==> src/design/mhr_pkg.sv <==
// Shared types and constants for the measurement history ring.
`default_nettype none
package mhr_pkg;

	// Widest record the block carries on its ports
	localparam int MAX_WORDS = 10;
	localparam int WORD_W    = 32;
	localparam int IDX_W     = 4;

	typedef logic [WORD_W-1:0] word_t;
	typedef word_t [MAX_WORDS-1:0] rec_t;

	// Command codes
	typedef enum logic [1:0] {
		OP_APPEND = 2'd0,
		OP_DUMP   = 2'd1,
		OP_CLEAR  = 2'd2
	} op_t;

	// Tag that travels with each memory read
	typedef struct packed {
		logic             vld;
		logic [IDX_W-1:0] widx;
		logic             last_word;
		logic             last_rec;
	} rd_tag_t;

endpackage
`default_nettype wire

==> src/design/mhr_collect.sv <==
// Record collector: gathers read words into a record and strobes it out.
`default_nettype none
module mhr_collect #(
	parameter int WORDS = 10
) (
	input  wire               clk,
	input  wire               arst_n,
	input  mhr_pkg::rd_tag_t  tag,
	input  mhr_pkg::word_t    rd_data,
	output logic              valid,
	output mhr_pkg::rec_t     words,
	output logic              is_last
);
	import mhr_pkg::*;

	rd_tag_t tag_s1;
	rec_t    asm_q;
	rec_t    out_q;
	logic    valid_q;
	logic    last_q;

	// Align the tag with the registered read data
	always_ff @(posedge clk or negedge arst_n) begin
		if (!arst_n) begin
			tag_s1  <= '0;
			valid_q <= 1'b0;
			last_q  <= 1'b0;
		end else begin
			tag_s1  <= tag;
			valid_q <= tag_s1.vld && tag_s1.last_word;
			if (tag_s1.vld && tag_s1.last_word) begin
				last_q <= tag_s1.last_rec;
			end
		end
	end

	// Assemble words; on the last word, publish the whole record
	always_ff @(posedge clk) begin
		if (tag_s1.vld) begin
			for (int j = 0; j < MAX_WORDS; j++) begin
				if (IDX_W'(j) == tag_s1.widx) begin
					asm_q[j] <= rd_data;
				end
			end
			if (tag_s1.last_word) begin
				for (int j = 0; j < MAX_WORDS; j++) begin
					if (j >= WORDS) begin
						out_q[j] <= '0;
					end else if (IDX_W'(j) == tag_s1.widx) begin
						out_q[j] <= rd_data;
					end else begin
						out_q[j] <= asm_q[j];
					end
				end
			end
		end
	end

	assign valid   = valid_q;
	assign words   = out_q;
	assign is_last = last_q;

endmodule
`default_nettype wire

==> config.mk <==
export PLATFORM = sky130hd
export DESIGN_NAME = mhr_collect
export DESIGN_NICKNAME = d
export VERILOG_FILES = /design/src/design/mhr_pkg.sv /design/src/design/mhr_collect.sv
export SDC_FILE = /design/constraint.sdc
export NUM_CORES = 1
export LEC_CHECK = 0
export CORE_UTILIZATION = 45
export CTS_CLUSTER_DIAMETER = 60
export DETAILED_ROUTE_END_ITERATION = 8
export DONT_BUFFER_PORTS = 1
export GPL_ROUTABILITY_DRIVEN = 0
export HOLD_SLACK_MARGIN = 0.05
export SYNTH_ARGS = -nofsm -noshare
export SYNTH_HDL_FRONTEND = slang
export SYNTH_SLANG_ARGS = --single-unit
==> constraint.sdc <==
create_clock -name clk -period 42.8 [get_ports clk]
set_input_delay 6.42 -clock clk [delete_from_list [all_inputs] [get_ports clk]]
set_output_delay 6.42 -clock clk [all_outputs]
set_load 0.02 [all_outputs]
==> results of run 1 <==
==> through the flow <==
| stage | util [%] | worst slack (ns) |
|---|---|---|
| 6_report | 50.9 | 35.25 |
| 5_1_grt | 50.9 | 35.21 |
| 2_1_floorplan | - | 27.06 |
| 4_1_cts | 50.9 | 35.21 |
| 3_3_place_gp | 47.1 | 35.82 |
| 3_5_place_dp | 47.1 | 35.80 |
==> layer usage <==
layer  vias to the layer above  track usage (%)  share of wire, %
li1                       4203                -                 -
met3                        76             5.95               8.0
met5                         -                0             0.061
met2                       314             27.2                48
met1                      5136             24.4                42
met4                         6             5.63               1.8
==> synth_stat cells <==
master,number,share of area (%)
edfxtp_1,640,79
mux2_2,152,7.0
mux2_1,9,0.42
nand4b_1,1,0.036
buf_2,3,0.062
nor4bb_1,4,0.16
nor4_4,1,0.087
buf_12,12,0.99
dfrtp_1,9,0.93
buf_6,19,0.88
and2_1,1,0.026
mux2_4,160,9.9
buf_4,4,0.12
nor4b_4,4,0.39
==> registers in the layout, summed over array words and instances, names as in the netlist <==
register  count
asm_q       320
words       320
tag_s1        7
is_last       1
valid         1
==> cells by family after synthesis <==
logic type / Yosys count
buffers and inverters: 38
DFF: 649
muxes: 321
and+or+nand+nor: 11
==> layout by cell type (no fill, tap or decap) <==
master and n:
and2_4 1, buf_4 27, bufinv_16 3, clkbuf_1 16, clkbuf_16 69, clkinv_1 11
clkinv_2 13, clkinv_4 1, clkinvlp_4 2, dfrtp_1 8, dfrtp_4 1, diode_2 1
edfxtp_1 640, inv_6 2, mux2_1 9, mux2_2 152, mux2_4 160, nand4b_1 1
nor4_4 1, nor4b_4 4, nor4bb_4 4
==> power by group through the flow <==
stage	combinational [mW]	sequential (mW)	clock [mW]
detailed placement	0.0556	0.794	0
floorplan	0.0421	0.796	0
global placement	0.0538	0.794	0
CTS	0.0559	0.781	0.560
global route	0.0598	0.784	0.582
finish	0.0546	0.780	0.545
==> worst min-delay path by stage <==
stage	from	end	slack [ns]	cells past startpoint
global placement	tag_s1[0]	is_last	0.46	1
floorplan	tag_s1[0]	is_last	0.45	1
global route	tag_s1[0]	is_last	0.50	1
finish	tag_s1[0]	is_last	0.48	1
detailed placement	tag_s1[0]	is_last	0.47	1
CTS	tag_s1[0]	is_last	0.48	1
==> worst reg2reg max path, delay by kind of cell (launching register included) <==
family	cells	cell delay (ns)
buffers and inverters	2	1.81
flip-flops	1	1.14
AND/OR/NAND/NOR	1	1.04
==> final cells by class <==
cell class	instances	area, µm²
clock inverter	32	238
fill	4200	26000
antenna	1	2.50
multi-input combinational	332	4450
tap	688	861
clock buffer	85	1790
timing repair buffer	27	203
sequential	649	19400
==> out/metrics.yaml, run 1 <==
crit_fanout: 1
powerDensity_nw_per_um2: 51.1
r2r_end: "words[210]"
period_share_pct: 17.6
power.switching_mw: 0.294
required_ns: 36.38
drt_first_pass_iters: 4
synthXorXnorAreaFrac_pct: 0
ys_types: 14
seq_area_frac_synth_pct: 79.9
seq_power_share_pct: 56.5
stdcell_area_um2: 27000
fin_hold_ws_ns: 0.480
reg2reg_from: "tag_s1[6]"
slew_viol_final: 0
crit_start: "words[316]"
synth-simple-area-share_pct: 0.705
cts-resized-gates: 0
cts_buffer_depth: 3
antenna_found_initial: 4
root_buffer: "clkbuf_16"
crit_path_end_kind: "primary output"
viasPerCell: 5.37
final_nets: 1118
grt_pass1_wl_um: 70800
ys_ff_latch: 649
cp.arrival_ns: 1.13
dp_hpwl_um: 29000
setup_tns_ns: 0
synth_area_per_cell_um2: 23.9
period_needed_ns: 7.55
r2r_slack_ns: 38.38
grt_pass1_vias: 9920
hold_buffers: 0
grt_overflow: 0
maxSlewHeadroom_pct: 26.1
reg2reg_depth: 3
cp.depth: 0
drv_cap: 0
yosys.area_share.adder_pct: 0
crit_path_start_kind: "flop"
dieHeight_um: 235
cts.clk_slew.worst_paths_ns: 0.06
synth_compound_area_share_pct: 0
synth_mux_area_share_pct: 17.3
syn_nets: 1060
fin_skew_ns: 0.0207
syn2layout_area_growth_pct: 10.9
io_buffers: 0
cts_made_buffers: 67
place_area_um2: 25000
synth_top_family_by_area: "multiplexers"
drt_iter0_drc: 579
wire_per_inst_um: 27.3
p_int_mw: 1.09
die_x_um: 235
post_cts_buffers: 0
drtAntennaViolNets: 0
setup_violations: 0
hold_path_class: "reg -> reg"
grt_use_total_pct: 17.9
rows: 84
ios: 363
core_um2: 53000
cts_tree: "done"
initial_core_util_pct: 45.9
insertion_delay_ns: 0.58
dp_cells: 1696
critical_path_class: "reg -> out"
stdcell_count: 1814
syn-cell-area_um2: 24300
swShare_pct: 21.3
postSynthCellCount: 1019
hold_viol: 0
finalPower_mw: 1.38
rsz0062_at_grt: "no"
grt_max_degree: 80
clock.fmax_mhz: 133
drive_above_1_share_pct: 39.1
die-area_um2: 55000
yosys_warnings: 0
clock-sinks: 649
cts-htree-levels: 3
status: "complete, no violations"
ir_drop_mv: 0.0293
crit_end: "words[316]"
via_count: 9735
p_leak_nw: 9.17
combPwrFrac_pct: 4.0
worstMarginPinSlew_ns: 1.11
drc: 0
wirelength_um: 49400
p_clk_share_pct: 39.5
No activity file was read; power rests on OpenSTA's default activity.
==> inputs of run 2 (changes only) <==
Clock period 42.8 ns to 7.8 ns, I/O delays scaled along.
==> run 2 against run 1 <==
  * Setup slack lost 31 ns
  * Largest cell class unchanged
  * Cell area grew 0.60%
  * Clock-buffer cell count grew 1
  * Clock power grew to 5.8 times the previous value
  * Die area is the same
  * Largest power group unchanged
  * Cell count is the same
  * Critical path type is now reg -> reg
  * Via count grew 0.22%
==> out/metrics.yaml, run 2 (synthesis gave the netlist of run 1 again) <==
drtAntennaViolNets: 0  # unchanged
setup_ws_ns: 4.73  # -30.53 ns
crit_path_start_kind: "flop"
fin_skew_ns: 0.0202  # -0.000525 ns
maxSlewHeadroom_pct: 20.3  # -5.8 points
cp.buffers_inverters: 2
required_ns: 7.99  # -28.39 ns
post_cts_buffers: 0  # unchanged
place_area_um2: 24900  # about the same
die-area_um2: 55000  # unchanged
crit_path_end_kind: "flop"
core_um2: 53000  # unchanged
stdcell_count: 1814  # unchanged
p_leak_nw: 9.23  # +0.63%
final_nets: 1116  # -0.18%
power.switching_mw: 1.64  # +460%
critPathMostFrequentCell: "buf_4"
via_count: 9756  # +0.22%
crit_fanout: 70  # +69
cp.arrival_ns: 3.27  # +2.14 ns
p_clk_share_pct: 40.9  # +1.4 points
post-place-ws_ns: 4.70  # -31.10 ns
status: "complete, no violations"
ios: 363  # unchanged
drv_cap: 0  # unchanged
cts_made_buffers: 69  # +3.0%
root_buffer: "clkbuf_16"
combPwrFrac_pct: 3.9  # about the same
reg2reg_depth: 2  # -1
syn2layout_area_growth_pct: 11.6
reg2reg_from: "tag_s1[6]"
critical_path_class: "reg -> reg"
worstMarginPinSlew_ns: 1.20  # +0.0873 ns
die_x_um: 235  # unchanged
hold_buffers: 0  # unchanged
grt_pass1_vias: 9979  # +0.59%
dieHeight_um: 235  # unchanged
cts_buffer_depth: 3  # unchanged
n_fill_cell: 4150  # -1.2%
cts-resized-gates: 0  # unchanged
hold_viol: 0  # unchanged
grt_pass1_wl_um: 71800  # +1.4%
initial_core_util_pct: 45.9  # unchanged
period_needed_ns: 3.07
setup_tns_ns: 0  # unchanged
final_cell_mix: "edfxtp_1, mux2_4, mux2_2"
hold_path_class: "in -> async"
powerDensity_nw_per_um2: 286  # +460%
grt_max_degree: 161  # +100%
rsz0062_at_grt: "no"
cts_tree: "done"
cts-htree-levels: 3  # unchanged
grt_overflow: 0  # unchanged
setup_violations: 0  # unchanged
slew_viol_final: 0  # unchanged
rows: 84  # unchanged
path_cells: "buf_4, buf_4"
viasPerCell: 5.38  # +0.22%
r2r_end: "asm_q[107]"
wirelength_um: 50300  # +1.7%
n_antenna_cell: 0  # -1
clock.fmax_mhz: 326
stdcell_area_um2: 27100  # +0.60%
finalPower_mw: 7.76  # +460%
final_common_cell: "edfxtp_1"
seq_power_share_pct: 55.2  # -1.3 points
period_share_pct: 39.4
dp_cells: 1692  # -0.24%
critPathTopFamily: "buffers and inverters"
fin_util_pct: 51.3  # +0.30 points
ir_drop_mv: 0.240  # +720%
crit_slowest_cell: "buf_4"
r2r_slack_ns: 4.73  # -33.65 ns
dp_hpwl_um: 30000  # +3.6%
drive_above_1_share_pct: 39.0  # -0.12 points
slowest_delay_ns: 0.89
clock-sinks: 649  # unchanged
swShare_pct: 21.2  # -0.096 points
insertion_delay_ns: 0.59  # about the same
io_buffers: 0  # unchanged
drt_first_pass_iters: 4  # unchanged
drc: 0  # unchanged
fin_hold_ws_ns: 0.273  # -0.207 ns
grt_use_total_pct: 18.2  # +0.29 points
antenna_found_initial: 1  # -3
p_int_mw: 6.12  # +460%
drt_iter0_drc: 593  # +2.4%
wire_per_inst_um: 27.7  # +1.7%
cts.clk_slew.worst_paths_ns: 0.06  # about the same
run 2: final cells by class:
type                       instances  area, µm²  share of cell area, %
timing repair buffer              23        185                  0.682
clock inverter                    36        330                   1.22
clock buffer                      86       1880                   6.91
multi-input combinational        332       4450                   16.4
tap                              688        861                   3.17
sequential                       649      19400                   71.6
run 2: worst reg2reg max path, stage by stage (launching register included):
cell and delay (ns):
dfrtp_4 0.86, buf_4 0.91, buf_4 0.89
run 2: how the worst max path moves through the flow:
stage	from	endpoint	slack, ns	cells after the start
after floorplan	tag_s1[6]	is_last	0.40	2
after global placement	tag_s1[6]	asm_q[312]	4.71	2
after detailed placement	tag_s1[6]	asm_q[102]	4.70	2
after CTS	tag_s1[6]	asm_q[79]	4.69	2
after global routing	tag_s1[6]	asm_q[79]	4.54	2
final	tag_s1[6]	asm_q[107]	4.73	2
run 2: routing by layer:
layer / GRT usage [%] / share of wire [%] / vias up
met5: 0 / 0.022 / -
li1: - / - / 4194
met4: 6.25 / 2.1 / 2
met3: 5.63 / 7.4 / 60
met1: 24.2 / 42 / 5219
met2: 28.3 / 48 / 281
run 2: power groups by stage:
| stage | logic (mW) | registers, mW | clock network (mW) |
|---|---|---|---|
| 2_1_floorplan | 0.231 | 4.34 | 0 |
| 3_3_place_gp | 0.297 | 4.35 | 0 |
| 3_5_place_dp | 0.308 | 4.35 | 0 |
| 4_1_cts | 0.310 | 4.29 | 3.26 |
| 5_1_grt | 0.330 | 4.30 | 3.39 |
| 6_report | 0.302 | 4.28 | 3.18 |
