<file path="config.mk">
export PLATFORM = sky130hd
export DESIGN_NAME = mhr_seq
export DESIGN_NICKNAME = d
export VERILOG_FILES = /design/src/design/mhr_pkg.sv /design/src/design/mhr_seq.sv
export SDC_FILE = /design/constraint.sdc
export NUM_CORES = 1
export LEC_CHECK = 0
export BUFFER_PORTS_ARGS = -buffer_cell sky130_fd_sc_hd__clkbuf_2
export CAP_MARGIN = 0
export CELL_PAD_IN_SITES_DETAIL_PLACEMENT = 1
export CELL_PAD_IN_SITES_GLOBAL_PLACEMENT = 2
export CORE_MARGIN = 2
export CORE_UTILIZATION = 33
export DETAILED_ROUTE_END_ITERATION = 10
export PLACE_DENSITY = 0.85
export RECOVER_POWER = 25
export SLEW_MARGIN = 20
export SYNTH_ARGS = -nofsm -noshare
export SYNTH_HDL_FRONTEND = slang
export SYNTH_SLANG_ARGS = --single-unit
</file>
<file path="constraint.sdc">
create_clock -name clk -period 11.5 [get_ports clk]
set_input_delay 0 -clock clk [delete_from_list [all_inputs] [get_ports clk]]
set_output_delay 0 -clock clk [all_outputs]
set_load 0.01 [all_outputs]
</file>
<file path="src/design/mhr_pkg.sv">
// Shared types and constants for the measurement history ring.
`default_nettype none
package mhr_pkg;

	// Widest record the block carries on its ports
	localparam int MAX_WORDS = 10;
	localparam int WORD_W    = 32;
	localparam int IDX_W     = 4;

	typedef logic [WORD_W-1:0] word_t;
	typedef word_t [MAX_WORDS-1:0] rec_t;

	// Command codes
	typedef enum logic [1:0] {
		OP_APPEND = 2'd0,
		OP_DUMP   = 2'd1,
		OP_CLEAR  = 2'd2
	} op_t;

	// Tag that travels with each memory read
	typedef struct packed {
		logic             vld;
		logic [IDX_W-1:0] widx;
		logic             last_word;
		logic             last_rec;
	} rd_tag_t;

endpackage
`default_nettype wire

</file>
<file path="src/design/mhr_seq.sv">
// Command sequencer: pointers, record count and word-by-word memory access.
`default_nettype none
module mhr_seq #(
	parameter int DEPTH = 20,
	parameter int WORDS = 10,
	parameter int MW    = DEPTH * WORDS,
	parameter int AW    = (MW > 1) ? $clog2(MW) : 1
) (
	input  wire               clk,
	input  wire               arst_n,
	input  wire               start,
	input  wire  [1:0]        operation,
	input  mhr_pkg::rec_t     meas,
	output logic              busy,
	output logic              wr_en,
	output mhr_pkg::word_t    wr_data,
	output logic              rd_en,
	output logic [AW-1:0]     mem_addr,
	output mhr_pkg::rd_tag_t  tag
);
	import mhr_pkg::*;

	localparam int PW = (DEPTH > 1) ? $clog2(DEPTH) : 1;
	localparam int CW = $clog2(DEPTH + 1);
	localparam int WW = (WORDS > 1) ? $clog2(WORDS) : 1;

	typedef enum logic [2:0] {
		S_IDLE   = 3'b001,
		S_APPEND = 3'b010,
		S_DUMP   = 3'b100
	} state_t;

	state_t          state_q;
	logic [PW-1:0]   wp_q;
	logic [CW-1:0]   cnt_q;
	logic [PW-1:0]   slot_q;
	logic [CW-1:0]   rem_q;
	logic [WW-1:0]   w_q;
	rec_t            meas_q;

	logic            accept;
	logic            last_word;
	logic            last_rec;
	logic [PW-1:0]   wp_prev;
	logic [PW-1:0]   slot_prev;
	logic [PW-1:0]   slot_next;

	// Decode handshake and wrap points
	assign busy      = (state_q != S_IDLE);
	assign accept    = start && !busy;
	assign last_word = (w_q == WW'(WORDS - 1));
	assign last_rec  = (rem_q == CW'(1));
	assign wp_prev   = (wp_q == '0) ? PW'(DEPTH - 1) : wp_q - PW'(1);
	assign slot_prev = (slot_q == '0) ? PW'(DEPTH - 1) : slot_q - PW'(1);
	assign slot_next = (slot_q == PW'(DEPTH - 1)) ? '0 : slot_q + PW'(1);

	// Drive the memory port from the current slot and word
	assign wr_en    = (state_q == S_APPEND);
	assign rd_en    = (state_q == S_DUMP);
	assign wr_data  = meas_q[0];
	assign mem_addr = AW'(slot_q) * AW'(WORDS) + AW'(w_q);

	// Tag each read beat so the collector can rebuild the record
	always_comb begin
		tag           = '0;
		tag.vld       = rd_en;
		tag.widx      = IDX_W'(w_q);
		tag.last_word = last_word;
		tag.last_rec  = last_rec;
	end

	// Step through commands
	always_ff @(posedge clk or negedge arst_n) begin
		if (!arst_n) begin
			state_q <= S_IDLE;
			wp_q    <= '0;
			cnt_q   <= '0;
			slot_q  <= '0;
			rem_q   <= '0;
			w_q     <= '0;
		end else begin
			case (state_q)
				S_IDLE: begin
					if (start) begin
						case (operation)
							OP_APPEND: begin
								slot_q  <= wp_q;
								w_q     <= '0;
								state_q <= S_APPEND;
							end
							OP_DUMP: begin
								if (cnt_q != '0) begin
									slot_q  <= wp_prev;
									rem_q   <= cnt_q;
									w_q     <= '0;
									state_q <= S_DUMP;
								end
							end
							OP_CLEAR: begin
								wp_q  <= '0;
								cnt_q <= '0;
							end
							default: ;
						endcase
					end
				end
				S_APPEND: begin
					if (last_word) begin
						state_q <= S_IDLE;
						wp_q    <= slot_next;
						if (cnt_q != CW'(DEPTH)) begin
							cnt_q <= cnt_q + CW'(1);
						end
					end else begin
						w_q <= w_q + WW'(1);
					end
				end
				S_DUMP: begin
					if (last_word) begin
						w_q    <= '0;
						slot_q <= slot_prev;
						rem_q  <= rem_q - CW'(1);
						if (last_rec) begin
							state_q <= S_IDLE;
						end
					end else begin
						w_q <= w_q + WW'(1);
					end
				end
				default: begin
					state_q <= S_IDLE;
				end
			endcase
		end
	end

	// Hold the appended record, shift one word out per write beat
	always_ff @(posedge clk) begin
		if (accept) begin
			meas_q <= meas;
		end else if (state_q == S_APPEND) begin
			meas_q <= meas_q >> WORD_W;
		end
	end

`ifndef SYNTHESIS
	a_cnt_range: assert property (@(posedge clk) disable iff (!arst_n)
		cnt_q <= CW'(DEPTH))
		else $error("record count beyond depth");
	a_wp_range: assert property (@(posedge clk) disable iff (!arst_n)
		wp_q < PW'(DEPTH) || DEPTH == (1 << PW))
		else $error("write pointer beyond depth");
	a_dump_rem: assert property (@(posedge clk) disable iff (!arst_n)
		(state_q == S_DUMP) |-> (rem_q != '0 && rem_q <= cnt_q))
		else $error("dump walks more records than held");
	a_append_cnt: assert property (@(posedge clk) disable iff (!arst_n)
		(state_q == S_APPEND && last_word) |=> (cnt_q != '0))
		else $error("append left the store empty");
`endif

endmodule
`default_nettype wire

</file>
==> qor.txt, run 1 <==
RD Place Congestion - 0.7970
CP startpoint - state_q[0]
Number of iterations in the first detailed-routing pass - 4
Sequential area share after synthesis - 0.6491
Worst Path Buf+Inv - 2
Syn Inst Count - 1561
CP most frequent cell - nand2_1
Synth Warn # - 0
Initial antenna violation count - 15
Max-cap violation count - 3
Layout cells sized above 1 - 0.1849
Max H-tree Level - 2
Placeable core area - 47550 um^2
R2R Setup Slk - 5780 ps
Pint - 0.003640 W
Post-CTS setup buffers - 0
Via count - 13261
First-pass GRT wire length - 79600 um
Die Y - 223.1 um
Min-delay worst type - in2reg
FF+latch count, synth - 347
Post-CTS resize count - 0
Die width - 223.1 um
HPWL after detailed placement - 28670 um
VDD IR max - 0.1531 mV
Drt total wl - 51580 um
Crit-path max cell delay - 3140 ps
Top-level I/O count - 375
CTS tree - done
Maximum root-to-sink buffer count - 3
Synth Area per Inst - 10.15 um^2
EDFF count, synth - 320
Clock Latency Late Sink - 550 ps
# port buffers - 374
Cell variety after synth - 72
Prevailing post-synth register cell - edfxtp_1
Sinks on Clock Net - 347
Final ANT Viol Nets - 0
Unrepaired setup endpoints after global routing - no
Reg-to-Reg Start - state_q[0]
Total gr overflow - 0
Failing checks - capacitance limit, slew limit
Leakage power - 10.14 nW
DRT iter0 DRCs - 782
Die ar. - 49790 um^2
Crit Path Category - reg2reg
Worst-path cell chain - nor4bb_1, clkbuf_1, buf_4, nand2_1, nand2_1
# DRC - 0
Final min period - 5723 ps
Share of flip-flops with an asynchronous set or reset - 0.07781
CP required - 11910 ps
Hold wc startpoint - operation[1]
Drt wl/cell - 18.01 um
Setup violators final - 0
Maximum clock rate - 174.7 MHz
Placed inst area - 17990 um^2
Switch share - 0.3411
Clock share of power - 0.252
Crit Path Max Fanout - 112
Final instance area - 22620 um^2
Pins Over Slew Limit - 208
Starting Density - 0.3333
Number of global-route vias before repair - 14677
Nature of the critical path startpoint - flip-flop
Status - finished with violations
Slew HR - -1.975
Seq pwr share - 0.442
Fin crit share - 0.4976
Crit path DAT - 6140 ps
Combinational power share - 0.306
Syn Nets - 1906
GRT Util Overall - 0.2041
Worst-path clk slew - 60 ps
Syn Std Cell Area - 15850 um^2
Vias per cell - 4.630
Rows - 80
Final hold violation count - 0
CP max-delay cell - clkbuf_1
TNS Setup - 0 ps
Switch Pwr - 0.001884 W
Area Overhead vs Synth - 42.71%
CTS root buf - clkbuf_16
Worst Tran Pin Value - 4463 ps
Worst Setup End Kind - flip-flop
Pin count of the biggest net entering global routing - 225
Nets - 2547
Cts bufs inserted - 42
Pwr dens - 244.2 nW/um^2
Worst clock skew - 11.05 ps
Family with the most delay on the worst path - buffers and inverters
[routing by layer]
metal  wire length, um  track usage  up-vias  share of wire
li1                  -            -     6411              -
met1             21220       0.2438     6319           0.41
met2             25780       0.3555      415           0.50
met3              2677      0.04201      114          0.052
met4              1882      0.09028        2          0.036
met5                13            0        -        0.00025
[logic make-up after synthesis]
logic type,share of synthesized area
AO/OA/AOI/OAI,0.03048
XOR/XNOR,0.004974
adder cells (fa/ha/maj),0.01674
buffers and inverters,0.04492
flip-flops,0.6491
multiplexers,0.007342
AND/OR/NAND/NOR,0.2465
[registers in the layout, indices dropped and copies added (netlist names)]
register / cells
wp_q: 5
cnt_q: 5
wr_data: 32
state_q: 3
meas_q: 288
slot_q: 5
rem_q: 5
w_q: 4
[power groups by stage]
stage | Clock, W | Sequential, W | Combinational [W]
global placement | 0 | 0.00242 | 0.00149
detailed placement | 0 | 0.00245 | 0.00156
floorplan | 0 | 0.00255 | 0.00116
global route | 0.00147 | 0.00250 | 0.00192
finish | 0.00139 | 0.00244 | 0.00169
CTS | 0.00142 | 0.00243 | 0.00166
[tightest hold or removal path: stages]
cell and delay, ps:
clkbuf_2 190, nor2b_1 140, nand3_1 140, nand2_1 70
[cells in the final DEF, fill, tap and decap left out, types with 3 or more instances in the layout]
cell	count
a211oi_1	5
clkbuf_2	326
o21ai_0	14
buf_4	4
nor2b_1	4
diode_2	15
dfrtp_1	26
clkbuf_1	54
o22ai_1	5
nand2_1	879
xnor2_1	5
ha_1	18
clkinv_2	6
nor2_1	12
or3_1	3
edfxtp_1	320
dlygate4sd3_1	325
bufinv_16	6
inv_1	21
nor3_1	3
nand2b_1	5
nand3_1	8
nand3b_1	3
a21oi_1	12
a21o_1	7
and2_0	29
xor2_1	4
mux2_2	5
nor4_1	3
mux2i_1	6
clkinv_4	3
clkbuf_16	45
and2_1	3
clkinv_1	9
[cell type report]
class                      instances  area (um^2)
antenna                           15        37.54
tap                              615        769.5
clock buffer                      49         1141
fill                            5372        24930
multi-input combinational       1079         4821
inverter                          23        87.58
timing repair buffer             709         5172
sequential                       347        10290
clock inverter                    27        301.5
[cell usage after synthesis, types with 5 or more instances]
library cell  instances  area share
nand2_1             880        0.21
edfxtp_1            320        0.61
buf_2                48       0.015
buf_4                37       0.018
and2_1               32       0.013
dfrtp_1              26       0.041
clkbuf_1             22      0.0052
inv_1                20      0.0047
ha_1                 18       0.014
o21ai_0              14      0.0044
a21oi_1              12      0.0038
nor2_1               12      0.0028
nand3_1               8      0.0025
a21o_1                7      0.0033
mux2i_1               6      0.0038
mux2_2                5      0.0036
o22ai_1               5      0.0020
xnor2_1               5      0.0028
[final timing paths]
check	endpoint	cells after the start
max in group asynchronous	wp_q[2]	2
setup / recovery	meas_q[123]	5
setup reg to reg	meas_q[123]	5
min in group asynchronous	rem_q[2]	2
hold reg to reg	meas_q[101]	2
hold / removal	state_q[2]	4
[through the flow]
step / setup slack, ps / instances / power (W) / utilization / hold slack (ps)
finish: 5777 / 2864 / 0.005524 / 0.4757 / 17.74
global route: 5164 / 2863 / 0.005889 / 0.4756 / 30.59
CTS: 7840 / 2848 / 0.005510 / 0.4771 / 6.507
detailed placement: 7864 / 2447 / 0.004009 / 0.3783 / 99.13
global placement: 7949 / 2447 / 0.003916 / 0.3783 / 75.67
floorplan: 2667 / 1561 / 0.003711 / - / -295.6
[timing repair]
| action | 4_1_cts | 5_1_grt |
|---|---|---|
| hold endpoints to repair | 350 | 0 |
| setup endpoints to repair | 0 | 0 |
| hold buffers | 325 | 0 |
(Power assumes the default switching activity.)
==> run 2: changes to the inputs <==
Settings changed: CORE_UTILIZATION 33 to 30, PLACE_DENSITY 0.85 to 0.82.
Clock period 11.5 ns to 5.2 ns, I/O delays scaled along.
==> qor.txt, run 2 (synthesis results as in run 1) <==
Max H-tree Level - 2 (unchanged)
Util after Layout - 0.4301 (-0.04561)
Total power - 0.01182 W (+110%)
Crit Path Category - reg2reg
Starting Density - 0.3022 (-0.03114)
VDD IR max - 0.6076 mV (+300%)
Pin count of the biggest net entering global routing - 183 (-19%)
Worst Tran Pin Value - 1660 ps (-2803 ps)
Hold path endpoint - meas_q[189]
Sinks on Clock Net - 347 (unchanged)
Vias per cell - 4.489 (-3.1%)
HPWL after detailed placement - 27870 um (-2.8%)
Die ar. - 54680 um^2 (+9.8%)
Final hold violation count - 0 (unchanged)
R2R Setup Slk - 2210 ps (-3570 ps)
CTS root buf - clkbuf_16
Via count - 13156 (-0.79%)
CP max-delay cell - nor3b_1
Nature of the critical path startpoint - flip-flop
Layout cells sized above 1 - 0.1814 (-0.003500)
Initial antenna violation count - 8 (-7)
Most frequent cells in the layout - 879 x nand2_1, 330 x clkbuf_2, 326 x dlygate4sd3_1
Pins Over Slew Limit - 28 (-87%)
Unrepaired setup endpoints after global routing - no
Final worst slack - 2205 ps (-3572 ps)
# DRC - 0 (unchanged)
Crit path DAT - 3410 ps (-2730 ps)
Switch share - 0.3484 (+0.007392)
Status - finished with violations
Maximum root-to-sink buffer count - 3 (unchanged)
# port buffers - 374 (unchanged)
Switch Pwr - 0.004120 W (+120%)
CTS tree - done
Drt wl/cell - 17.28 um (-4.0%)
Min-delay worst type - in2reg
Rows - 84 (+5.0%)
Worst Path Buf+Inv - 1 (-1)
Cts bufs inserted - 42 (unchanged)
Worst-path cell chain - and2b_1, nand2b_1, inv_1, nand2_1, nor3b_1, mux2_2
Pwr dens - 524.2 nW/um^2 (+110%)
Worst r2r dst - wp_q[2]
Crit-path max cell delay - 720 ps (-2420 ps)
First-pass GRT wire length - 77050 um (-3.2%)
Max-cap violation count - 1 (-2)
Family with the most delay on the worst path - simple AND/OR/NAND/NOR gates
Fin Hold WS - 264.5 ps (+246.8 ps)
Post-CTS setup buffers - 0 (unchanged)
TNS Setup - 0 ps (unchanged)
Combinational power share - 0.309 (+0.003)
RD Place Congestion - 0.7945 (-0.31%)
Hold wc startpoint - meas[189]
Worst r2r path cells - 6 (+1)
Largest reg by FF count - meas_q
Worst-path clk slew - 60 ps (about the same)
Total gr overflow - 0 (unchanged)
Top-level I/O count - 375 (unchanged)
Clock Latency Late Sink - 540 ps (about the same)
Clock share of power - 0.232 (-0.020)
Setup violators final - 0 (unchanged)
Dpl ws - 2241 ps (-5623 ps)
Number of global-route vias before repair - 14393 (-1.9%)
CP required - 5620 ps (-6290 ps)
Nets - 2545 (-0.079%)
Worst hold path depth - 4 (unchanged)
Worst clock skew - 16.13 ps (+5.088 ps)
Area Overhead vs Synth - 42.33%
Die Y - 233.8 um (+4.8%)
Slew HR - -0.1069 (+1.869)
Fin crit share - 0.5759 (+0.07828)
Final ANT Viol Nets - 0 (unchanged)
Pint - 0.007704 W (+110%)
Failing checks - capacitance limit, slew limit
Placeable core area - 52450 um^2 (+10%)
Maximum clock rate - 333.9 MHz (+91%)
Worst Setup End Kind - flip-flop
Reg-to-Reg Start - state_q[0]
Leakage power - 10.07 nW (-0.66%)
Drt total wl - 50650 um (-1.8%)
Crit Path Max Fanout - 9 (-92%)
Die width - 233.8 um (+4.8%)
Max FFs per register - 288 (unchanged)
GRT Util Overall - 0.1798 (-0.02429)
Commonest non-fill, non-tap cell in the layout - nand2_1
Final min period - 2995 ps (-2728 ps)
DRT iter0 DRCs - 538 (-31%)
Number of iterations in the first detailed-routing pass - 4 (unchanged)
Seq pwr share - 0.460 (+0.018)
-- run 2: changes by cell type in the layout (fill, tap and decap cells not counted), moves of 3 or more --
cell,change
and2_0,-14
clkinv_1,+5
clkbuf_2,+4
diode_2,-5
clkbuf_1,+3
bufinv_16,-5
buf_12,+3
and2_1,+14
-- run 2: metrics by stage --
| step | cells | instance area [um^2] |
|---|---|---|
| after detailed placement | 2518 | 18110 |
| final | 2931 | 22560 |
| after global routing | 2928 | 22550 |
| after global placement | 2518 | 18110 |
| after floorplan | 1561 | 15860 |
| after CTS | 2921 | 22620 |
-- run 2: power by group through the flow --
stage          combinational [W]  clock [W]  sequential (W)
2_1_floorplan            0.00257          0         0.00535
3_3_place_gp             0.00333          0         0.00541
3_5_place_dp             0.00344          0         0.00546
4_1_cts                  0.00366    0.00279         0.00541
5_1_grt                  0.00413    0.00291         0.00556
6_report                 0.00365    0.00274         0.00544
-- run 2: metal layers --
| metal | up-vias | track usage | share of wire |
|---|---|---|---|
| met5 | - | 0 | 0.00024 |
| met3 | 99 | 0.03283 | 0.042 |
| met2 | 329 | 0.3304 | 0.51 |
| li1 | 6389 | - | - |
| met4 | 2 | 0.06448 | 0.027 |
| met1 | 6337 | 0.2082 | 0.42 |
-- run 2: worst max path at each step --
stage | end | slack, ps | startpoint | cells after the start
after floorplan | meas_q[100] | 1330 | state_q[0] | 5
after global placement | wr_data[25] | 2320 | state_q[2] | 3
after detailed placement | wr_data[29] | 2240 | state_q[2] | 3
after CTS | mem_addr[7] | 2220 | slot_q[1] | 8
after global routing | wp_q[0] | 2070 | state_q[0] | 6
final | wp_q[2] | 2210 | state_q[0] | 6
-- run 2: cell type report --
| class | count | area [um^2] |
|---|---|---|
| sequential | 347 | 10290 |
| multi-input combinational | 1079 | 4865 |
| timing repair buffer | 707 | 5182 |
| fill | 5945 | 29890 |
| antenna | 10 | 25.02 |
| inverter | 23 | 91.34 |
| tap | 688 | 860.8 |
| clock buffer | 56 | 1125 |
| clock inverter | 21 | 120.1 |
-- run 2: what timing repair did --
action | in CTS | in global routing
resized for setup | 0 | 0
hold buffers | 326 | 0
endpoints found under the hold margin | 351 | 0
-- run 2: worst reg2reg max path, stage by stage (launching register included) --
cell and delay, ps:
dfstp_1 660, and2b_1 290, nand2b_1 280, inv_1 300, nand2_1 200, nor3b_1 720, mux2_2 420
